**config.mk**
```make
export PLATFORM = sky130hd
export DESIGN_NAME = acpu_div
export DESIGN_NICKNAME = d
export VERILOG_FILES = /design/src/rtl/acpu_div.sv
export SDC_FILE = /design/constraint.sdc
export NUM_CORES = 1
export LEC_CHECK = 0
export BUFFER_PORTS_ARGS = -buffer_cell sky130_fd_sc_hd__buf_2
export CAP_MARGIN = 20
export CORE_MARGIN = 2
export CORE_UTILIZATION = 50
export CTS_CLUSTER_SIZE = 40
export DETAILED_ROUTE_END_ITERATION = 12
export PLACE_DENSITY_LB_ADDON = 0.3
export SYNTH_ARGS = -nofsm -noshare
export SYNTH_HDL_FRONTEND = slang
export SYNTH_SLANG_ARGS = --single-unit
```
**constraint.sdc**
```tcl
create_clock -name clk -period 5.6 [get_ports clk]
set_clock_uncertainty 0.15 [all_clocks]
set_input_delay 1.12 -clock clk [delete_from_list [all_inputs] [get_ports clk]]
set_output_delay 1.12 -clock clk [all_outputs]
set_load 0.02 [all_outputs]
```
**src/rtl/acpu_div.sv**
```systemverilog
`timescale 1ns / 1ps
// ----------------------------------------------------------------------------
// acpu_div
// 16-bit signed truncating divider, one quotient bit per cycle
// ----------------------------------------------------------------------------
module acpu_div (
  input  logic        clk,
  input  logic        rst,
  input  logic        start,
  input  logic [15:0] dividend,
  input  logic [15:0] divisor,
  output logic        done,
  output logic [15:0] quotient,
  output logic [15:0] remainder
);

  logic        busy;
  logic [3:0]  cnt;
  logic [16:0] rem;
  logic [15:0] quo;
  logic [15:0] dv;
  logic        neg_q;
  logic        neg_r;
  logic [16:0] rem_sh;
  logic [16:0] rem_sub;

  assign rem_sh  = {rem[15:0], quo[15]};
  assign rem_sub = rem_sh - {1'b0, dv};

  always_ff @(posedge clk) begin
    if (rst) begin
      busy <= 1'b0;
      done <= 1'b0;
      cnt  <= '0;
    end else begin
      done <= 1'b0;
      if (start) begin
        busy  <= 1'b1;
        cnt   <= '0;
        rem   <= '0;
        // magnitudes; 0x8000 stays valid as an unsigned magnitude
        quo   <= dividend[15] ? 16'(-dividend) : dividend;
        dv    <= divisor[15] ? 16'(-divisor) : divisor;
        neg_q <= dividend[15] ^ divisor[15];
        neg_r <= dividend[15];
      end else if (busy) begin
        if (!rem_sub[16]) begin
          rem <= rem_sub;
          quo <= {quo[14:0], 1'b1};
        end else begin
          rem <= rem_sh;
          quo <= {quo[14:0], 1'b0};
        end
        cnt <= cnt + 4'd1;
        if (cnt == 4'd15) begin
          busy <= 1'b0;
          done <= 1'b1;
        end
      end
    end
  end

  // sign fix: quotient by sign difference, remainder follows the dividend
  assign quotient  = neg_q ? 16'(-quo) : quo;
  assign remainder = neg_r ? 16'(-rem[15:0]) : rem[15:0];

endmodule

```
-- Word-level counts from Yosys, hierarchy flattened
Index checks and enable logic that the tools add are counted.
- flip-flop bits (word level): 56
- input bits: 35
- output and inout port bits: 33
- $add $sub $neg: 6
- equal/unequal tests: 1
- mux-type cells: 13
- bitwise logic cells: 3
- reductions and logical operators: 5
- operators with widths (cell ; number):
    16-bit 2-to-1 mux ; 7
    16-bit negation ; 4
    17-bit by 16-bit subtractor with 17-bit output ; 1
    15-bit 2-to-1 mux ; 1
    1-bit 2-to-1 mux ; 5
    4-bit by 1-bit adder with 4-bit output, second input constant ; 1
    4-bit == test, second input constant ; 1
    2-bit AND reduction ; 2
    3-bit OR reduction ; 1
    1-bit inverter ; 2
    2-bit nonzero test ; 1
    2-bit OR reduction ; 1
    1-bit bitwise XOR ; 1

-- Longest topological paths before layout
Gate-level depths: netlist of the first run.
- word-level depth: 4
- gate-level depth with buffers: 10
- depth with buffers taken out: 9

-- Least setup slack after synthesis of the first run
OpenSTA, ideal clock, no wires.
- path type: input -> register
- from: in start
- to: reg quo[0] (enable)
- library setup time: 0.434 ns
- data arrival time: 3.127 ns
- data required time: 5.016 ns
- path slack: 1.889 ns
- stages: 3
- path buffers: 1
- cell sequence: clkbuf_1 > inv_1 > a21oi_1
- longest elaborated chain between the ends: 2
- ends and longest elaborated chain (element ; RTL line ; RTL):
    start, declared ; 9 ; input logic start,
    2-bit nonzero test (no line) ; n/a ;
    2-bit AND reduction (no line) ; n/a ;
    end signal, assigned ; 42 ; quo <= dividend[15] ? 16'(-dividend) : dividend;
    end signal, assigned ; 49 ; quo <= {quo[14:0], 1'b1};
    end signal, assigned ; 52 ; quo <= {quo[14:0], 1'b0};
    end, declared ; 20 ; logic [15:0] quo;
No other way between the ends.
A chain may end at the register's enable or synchronous reset.

-- Worst setup path in the final report of the first run
- from: reg quo[2]
- to: out quotient[15]
- longest elaborated chain between the ends: 2
- ends and longest elaborated chain (element ; RTL line ; RTL):
    16-bit negation ; 64 ; assign quotient = neg_q ? 16'(-quo) : quo;
    16-bit 2-to-1 mux ; 64 ;
    end, declared ; 13 ; output logic [15:0] quotient,
No other way between the ends.

==> results by stage, run 1 <==
Clocking:
- Clock tree synthesis found a total of 56 sinks.
- Hold repair after CTS inserted 0 buffers.
- The depth of the CTS H-tree is 2.
- The tree is rooted in a clkbuf_8.
- Buffers inserted during clock tree synthesis total 5.
- Buffers added to address setup during post-CTS repair amount to 0.
- The number of resized instances in the post-cts repair step is 0.
- The longest clock path from root to sink contains 2 buffers.
- The clock reaches the later pin of the worst-skew pair after 0.30 ns.
- The clock-pin transition on the worst setup and hold timing paths is 0.09 ns.
- TritonCTS built the clock tree.

Critical path:
- The destination of the worst register-to-register timing path is rem[11]$_SDFFCE_PP0P_.
- The worst setup path is captured at a primary output.
- The critical path crosses 6 cells after its start point.
- The worst setup path is of the flip-flop to primary output kind.
- The path depth of the worst reg2reg path is 7.
- The critical path goes through or3_1 -> or3b_1 -> or4_1 -> o31ai_1 -> xnor2_1 -> buf_2.
- The required time of the worst setup path is 4.33 ns.
- The maximum single-stage delay on the critical path is 0.51 ns.
- The worst register-to-register path has a setup slack of 2.30 ns.
- The family of cells with the greatest summed delay on the critical path is simple AND/OR/NAND/NOR gates.
- The maximum fanout count along the critical path is 4.
- The worst setup path is launched from a flip-flop.
- In this run the worst setup path begins at quo[2]$_DFFE_PP_.
- The slowest stage cell on the critical path is or4_1.
- Data on the critical path arrives at its endpoint at 2.71 ns.
- Following the worst setup path forward leads to its endpoint at quotient[15].
- The buffers plus inverters on the worst setup path is 1.
- In this run the critical register-to-register path is launched from rem[8]$_SDFFCE_PP0P_.

Floorplan:
- The total number of placement rows is 33.
- Once the floorplan was initialized, standard cells occupied 52.3% of the core.
- In this run the count of I/O pins placed on the die edge is 68.
- Measured along the y axis, the die boundary spans 97.1 um.
- The die covers 0.00944 mm^2.
- The die width is 97.1 um.
- After floorplanning, the core was sized to cover 0.00830 mm^2.

Yosys:
- Among all flip-flop cells after synthesis, the most frequent one is edfxtp_1.
- The net count of the mapped netlist is 530.
- Counting flops with a built-in enable in the synthesized netlist gives 50.
- The average cell area after synthesis is 9.17 um^2.
- The register area share after synthesis is 37.4%.
- For this run, asynchronously set or reset flops after synthesis account for 0%.
- The count of distinct cell types in the synthesized netlist is 52.
- The post-synthesis instance area is 0.00434 mm^2.
- The Yosys warning count is 0.
- The most area-hungry cell type in the Yosys netlist is edfxtp_1.
- Yosys attributes the largest share of cell area to edfxtp_1 (35%), xnor2_1 (9.3%), ha_1 (6.1%).
- The share of the synthesized area in the top cell type is 34.6%.
- The number of instances in the synthesized netlist is 473.
- In this run, synthesis produced a sequential element count of 56.

Power:
- For this design the ratio of total power to cell area is 250 mW/mm^2.
- Of the total power, the share spent switching nets is 35.3%.
- The leakage dissipation is 1.86 nW.
- The internal portion of the total power is 0.000778 W.
- The share of total power dissipated in combinational logic is 36.4%.
- The switching power total is 0.000425 W.
- The clock network fraction of design power is 18.6%.
- The share of total power dissipated in sequential elements is 45.0%.
- VDD sags by at most 0.125 mV.

Timing:
- Setup violations remaining at the end of the flow were counted as 0.
- The slew at the pin closest to its max-slew limit is 0.992 ns.
- Final hold analysis gives a worst-case slack of 0.392 ns.
- Dividing the final minimum period by the clock period gives 71.1%.
- Setup repair after global routing left no endpoint under its margin.
- Timing would allow up to 0.251 GHz.
- The setup TNS is 0 ns.
- The number of hold violations in the final report was 0.
- The shortest clock period the worst path allows after layout is 3.98 ns.
- The normalized max-slew margin is 33.7%.
- The number of pins with negative max-slew slack in the final report came to 0.

Detailed routing:
- The aggregate routed wire length is 9.31 mm.
- After detailed routing, the average wire length per cell comes to 14.7 um.
- The number of antenna-violating nets in the routed design is 0.
- After detailed routing, the number of vias per cell comes to 5.74.
- The pre-antenna-repair detailed-routing pass consisted of 5 iterations.
- The via count of the routed design is 3,625.
- For this block, the initial DRC count from the detailed router was 266.
- The count of unresolved DRC violations after routing is 0.

Outcome:
- The flow ran to the end, and the final reports show no timing, DRC or antenna violations.

Final layout:
- The area growth from synthesis to layout is 11.0%.
- At the end of the flow the core is filled with cells to 58.0%.
- The number of nets in the final layout is 583.
- With fillers left out, the area of the finished cells amounts to 0.00482 mm^2.
- Of the cells placed in the final design, the portion with a size suffix greater than 1 is 16.1%.
- The count of placed standard cells in the final layout, fillers left out is 632.
- 0 antenna diodes ended up in the layout.

GRT:
- The largest net degree at the start of global routing is 45.
- The number of global-route vias before repair was 3,269.
- The first global-routing pass estimated 15.6 mm of wire.
- The global-route usage over all layers is 19.7%.
- The number of antenna violations at the first check in global routing was 0.
- For this run the aggregate overflow at the end of global routing stands at 0.

Place:
- The HPWL after detailed placement is 7.35 mm.
- The number of buffers added on ports is 67.
- After detailed placement, the total cell area comes to 0.00472 mm^2.
- The weighted congestion reported at the end of routability-driven placement is 0.932.
- The number of placed instances with taps included is 624.

Min path:
- The min-delay analysis places its worst path in the category flip-flop to flip-flop.
- The hold path depth is 2.

Job:
- The tool flagged a number of max-cap violations equal to 0.
## layer usage
| layer | global-route usage, % | share of wire, % | vias up |
|---|---|---|---|
| met5 | 0 | 0 | - |
| met4 | 4.33 | 0.93 | 0 |
| met3 | 2.73 | 5.6 | 12 |
| met2 | 31.7 | 46 | 102 |
| met1 | 28.3 | 48 | 1674 |
| li1 | - | - | 1837 |
## cell families after synthesis
| group | after synthesis | synth area share [%] |
|---|---|---|
| buffers and inverters | 51 | 4.87 |
| AND/OR/NAND/NOR | 137 | 17.1 |
| flip-flops | 56 | 37.4 |
| adder cells (fa/ha/maj) | 22 | 6.52 |
| multiplexers | 5 | 1.21 |
| AO/OA/AOI/OAI | 138 | 20.0 |
| XOR/XNOR | 64 | 12.9 |
## synthesized netlist by cell type, types with 12 or more instances
cell,n
xnor2_1,46
or3_1,12
nor2_1,23
ha_1,21
edfxtp_1,50
nor3_1,14
nand2_1,31
inv_1,28
o21ai_0,41
a21oi_1,43
o31ai_1,17
xor2_1,18
clkbuf_1,16
nand2b_1,15
## power by group through the flow
stage	clock network (W)	logic, W	registers, W
final	0.000224	0.000438	0.000541
after global routing	0.000246	0.000485	0.000547
after CTS	0.000229	0.000436	0.000541
after detailed placement	0	0.000434	0.000551
after global placement	0	0.000425	0.000548
after floorplan	0	0.000333	0.000535
## cells in the final DEF (no fill, tap or decap), drive strengths merged, types with 3 or more instances in the layout
cell,synthesis,final
a21oi,43,43
or3b,3,3
nand4,7,7
nand2b,15,15
o31ai,17,17
or4,8,8
a21o,6,6
o21ai,45,45
nor3,14,14
o211ai,6,6
nor2,23,23
clkbuf,16,6
or3,12,12
mux2i,3,3
o41ai,5,5
dfxtp,6,6
xnor2,46,46
a211oi,3,3
edfxtp,50,50
buf,7,69
ha,21,21
or4b,4,4
xor2,18,18
inv,28,28
nand2,31,31
o21a,3,3
nand3,7,7
## sequential cells by signal (all words and copies together), names as in the netlist
register	flops
busy	1
neg_r	1
quo	16
dv	16
cnt	4
done	1
neg_q	1
rem	16
## worst min-delay path, stage by stage, from the launching register on
cell and delay, ns:
dfxtp_1 0.34, nand3_1 0.11, nor3_1 0.06
## through the flow
step / total power (W) / setup WS, ns
6_report: 0.00120 / 1.62
5_1_grt: 0.00128 / 1.51
4_1_cts: 0.00121 / 1.61
3_5_place_dp: 0.000984 / 1.96
3_3_place_gp: 0.000973 / 2.00
2_1_floorplan: 0.000868 / 1.89
## how the worst min path moves through the flow
stage                        start             endpoint  slack (ns)
6_report       cnt[3]$_SDFFE_PP0P_      done$_SDFF_PP0_        0.39
2_1_floorplan  cnt[2]$_SDFFE_PP0P_      done$_SDFF_PP0_        0.33
4_1_cts        cnt[3]$_SDFFE_PP0P_      done$_SDFF_PP0_        0.38
3_3_place_gp   cnt[3]$_SDFFE_PP0P_  cnt[3]$_SDFFE_PP0P_        0.35
3_5_place_dp   cnt[3]$_SDFFE_PP0P_      done$_SDFF_PP0_        0.36
5_1_grt        cnt[3]$_SDFFE_PP0P_      done$_SDFF_PP0_        0.42
## cell type report
type / count / area, um^2
clock inverters: 2 / 10.0
well taps: 105 / 131
inverters: 28 / 105
clock buffers: 6 / 82.6
multi-input cells: 366 / 2520
fillers: 754 / 3480
repair buffers: 69 / 350
flip-flops and latches: 56 / 1620
Power figures use the tool's default switching activity.
==> run 2: changes to the inputs <==
ABC_AREA = 1   (was not set)
clock period = 4.1 ns   (was 5.6 ns; I/O delays follow)
==> run 2 against run 1 <==
Net effect:
- register-to-register slack got worse by 0.69 ns
- clock power is 30% higher
- sequential share of layout area fell by 4.0 points
- cell count increased by 43%
- via count is 24% higher
- worst setup slack worse by 0.69 ns
- critical endpoint is now remainder[14]
==> results by stage, run 2 <==
Timing:
- The number of pins with negative max-slew slack in the final report is 0 (unchanged).
- The share of the clock period used by the worst path after layout is 77.4%.
- Setup repair after global routing left no endpoint under its margin.
- The least setup slack across all paths after layout came to 0.927 ns (-0.691 ns).
- The normalized max-slew margin came to 54.2% (+20 points).
- The smallest clock period supported by the final layout is computed as 3.17 ns.
- The final count of negative-setup-slack endpoints is 0 (unchanged).
- The slew at the pin closest to its max-slew limit is 0.687 ns (-0.305 ns).
- The setup TNS is 0 ns (unchanged).
- The number of hold violations in the final report is 0 (unchanged).
- Derived from the worst setup path, the maximum achievable clock frequency is 0.315 GHz.

Floorplan:
- The starting density of the core is 51.0% (-1.2 points).
- The total number of placement rows is 36 (+9.1%).
- The total die area is 0.0106 mm^2 (+13%).
- The number of top-level pins is 68 (unchanged).
- The vertical die dimension is 103 um (+6.2%).
- The die width is 103 um (+6.2%).
- The core box area came to 0.00964 mm^2 (+16%).

Yosys:
- The number of synthesized flops with an enable pin is 50 (unchanged).
- After synthesis, the cell types taking the most area are edfxtp_1 (31%), nand2_1 (15%), inv_1 (10%).
- The share of synthesized registers carrying an async set or reset came to 0% (unchanged).
- The number of instances in the synthesized netlist was 707 (+49%).
- The count of distinct cell types in the synthesized netlist is 38 (-27%).
- In the synthesized netlist, the cells that appear most often are nand2_1 (194), inv_1 (136), nor2_1 (59), edfxtp_1 (50), nand3_1 (47).
- The average cell area after synthesis was 6.96 um^2 (-24%).
- The Yosys warning count was 0 (unchanged).
- The net count of the mapped netlist is 764 (+44%).
- Summed over all instances, the cell type with the most area after synthesis is edfxtp_1.
- The share of the synthesized area in the top cell type is 30.5% (-4.1 points).
- The number of register bits inferred by synthesis is 56 (unchanged).
- For this run, the leading register cell type out of synthesis is edfxtp_1.
- The post-synthesis instance area is 0.00492 mm^2 (+13%).
- The register area share after synthesis is 33.0% (-4.4 points).
- By instance count, the leading cell after synthesis is nand2_1.

Final layout:
- The antenna cell count is 0 (unchanged).
- The commonest non-fill, non-tap cell in the layout is nand2_1.
- The largest registers in the layout are dv: 16 flops, quo: 16 flops, rem: 16 flops.
- The library cells used most frequently in the layout, excluding fill and tap cells, are nand2_1 (194), inv_1 (136), buf_2 (67), nor2_1 (59), edfxtp_1 (50).
- Relative to the synthesized area, the layout overhead comes to 11.3%.
- The total non-filler cell area in the finished layout was 0.00548 mm^2 (+14%).
- The number of nets in the final layout was 829 (+42%).
- The fraction of layout instances using a drive strength above 1 is 14.8% (-1.4 points).

Clocking:
- The clock net sink count came to 56 (unchanged).
- The number of buffers on the longest clock path is 2 (unchanged).
- The clock network latency to the later pin of the worst-skew pair is 0.32 ns (+0.02 ns).
- The number of hold buffers added after cts is 0 (unchanged).
- The depth of the CTS H-tree is 2 (unchanged).
- CTS placed an instance of clkbuf_8 at the clock tree root.
- The clock-pin transition on the worst setup and hold timing paths is 0.10 ns (about the same).
- The number of resized instances in the post-cts repair step is 0 (unchanged).
- The clock tree from TritonCTS is yes.
- The total CTS buffers is 5 (unchanged).
- The post-CTS repair timing setup buffer count is 0 (unchanged).

Critical path:
- The startpoint kind of the worst setup timing path is a flip-flop.
- The maximum single-stage delay on the critical path was 0.47 ns (-0.04 ns).
- The kind of capture point of the worst setup path is a primary output.
- The data arrival time of the critical path is 2.20 ns (-0.51 ns).
- The required time of the worst setup path came to 3.13 ns (-1.20 ns).
- The buffers plus inverters on the worst setup path is 3 (+2).
- The cell family contributing the most delay on the critical path is simple AND/OR/NAND/NOR gates.
- The maximum fanout count along the critical path is 5 (+1).
- On the critical path, the stage with the largest delay is an instance of edfxtp_1.
- The critical path in this run is classified as flip-flop to primary output.
- The critical path goes through inv_1 -> ha_1 -> inv_1 -> nor4_1 -> nand2_1 -> xor2_1 -> nand2_1 -> o21ai_0 -> buf_2.

Min path:
- The path class of the lowest-slack min-delay path is flip-flop to flip-flop.

Place:
- The weighted congestion reported at the end of routability-driven placement is 0.925 (-0.74%).
- The post-placement cell area is 0.00539 mm^2 (+14%).
- The post-placement worst setup slack came to 1.28 ns (-0.682 ns).
- The HPWL after detailed placement was 8.82 mm (+20%).
- The number of buffers added on ports is 67 (unchanged).

Outcome:
- The flow ran to the end, and the final reports show no timing, DRC or antenna violations.

Detailed routing:
- The number of antenna-violating nets in the routed design is 0 (unchanged).
- The aggregate routed wire length is 10.9 mm (+17%).
- The post-detailed-route via-to-cell ratio was 4.95 (-14%).
- The per-cell routed wire length was 12.0 um (-18%).
- The initial DRC count was 220 (-17%).
- The via count of the routed design is 4,477 (+24%).
- The count of unresolved DRC violations after routing is 0 (unchanged).
- The detailed-routing iteration count for the pre-antenna-repair pass is 5 (unchanged).

GRT:
- The largest net degree at the start of global routing is 33 (-27%).
- The overall overflow remaining after global route is 0 (unchanged).
- The number of global-route vias before repair is 3,767 (+15%).
- The first-pass GRT wire length came to 17.6 mm (+13%).
- The number of antenna violations at the first check in global routing was 0 (unchanged).
- The global-route usage over all layers was 21.0% (+1.3 points).

Power:
- The leakage dissipation is 2.90 nW (+56%).
- The power density normalized to cell area is 351 mW/mm^2 (+41%).
- The highest ir drop seen on vdd is 0.135 mV (+8.1%).

Job:
- The number of max-cap violations is 0 (unchanged).
[run 2: cell count changes after synthesis, moves of 26 or more]
cell and delta:
nand3_1 +40, nand2_1 +163, a21oi_1 -26, nor2_1 +36, xnor2_1 -38, inv_1 +108
[run 2: metal layers]
layer	global-route usage, %	share of wire (%)	wire [um]
met1	32.2	49	5310
met5	0	0	0
met4	5.67	1.1	119
met2	30.9	44	4780
met3	2.96	6.1	663
[run 2: cells by family after synthesis]
kind of cell | share of synthesized area (%)
buffers and inverters | 11.6
AOI/OAI and AO/OA | 6.71
and+or+nand+nor | 34.1
xor gates and xnor gates | 8.90
DFF | 33.0
adders and majority gates | 5.75
[run 2: area by class of cell]
| class | instances | area (um^2) |
|---|---|---|
| fill | 942 | 4160 |
| tap | 133 | 166 |
| sequential | 56 | 1620 |
| multi-input combinational | 501 | 2730 |
| clock inverter | 2 | 12.5 |
| timing repair buffer | 70 | 358 |
| inverter | 138 | 518 |
| clock buffer | 5 | 68.8 |
[run 2: path summary, 6_finish.rpt]
| kind | from | end | slack [ns] | cells after the start |
|---|---|---|---|---|
| worst max-delay path | rem[0]$_SDFFCE_PP0P_ | remainder[14] | 0.93 | 9 |
| worst min-delay path | cnt[1]$_SDFFE_PP0P_ | cnt[1]$_SDFFE_PP0P_ | 0.37 | 2 |
| worst max register to register | quo[15]$_DFFE_PP_ | rem[15]$_SDFFCE_PP0P_ | 1.61 | 13 |
| worst min register to register | cnt[1]$_SDFFE_PP0P_ | cnt[1]$_SDFFE_PP0P_ | 0.37 | 2 |
[run 2: worst reg2reg max path: cells and delay by family, from the launching register on]
family | cells | cell delay [ns]
buf+inv | 2 | 0.16
fa+ha+maj | 2 | 0.65
simple gates | 9 | 0.88
flops | 1 | 0.41
[run 2: where the power goes]
part	internal [W]	switching, W
Sequential	0.000700	0.0000651
Combinational	0.000305	0.000562
Clock	0.000116	0.000176
Total	0.00112	0.000803
[run 2: through the flow]
stage	util (%)	total power [W]	hold slack (ns)	cells
4_1_cts	56.8	0.00193	0.377	905
2_1_floorplan	-	0.00142	0.319	707
3_5_place_dp	56.0	0.00164	0.362	898
5_1_grt	56.8	0.00208	0.410	905
3_3_place_gp	56.0	0.00162	0.334	898
6_report	56.8	0.00192	0.374	905
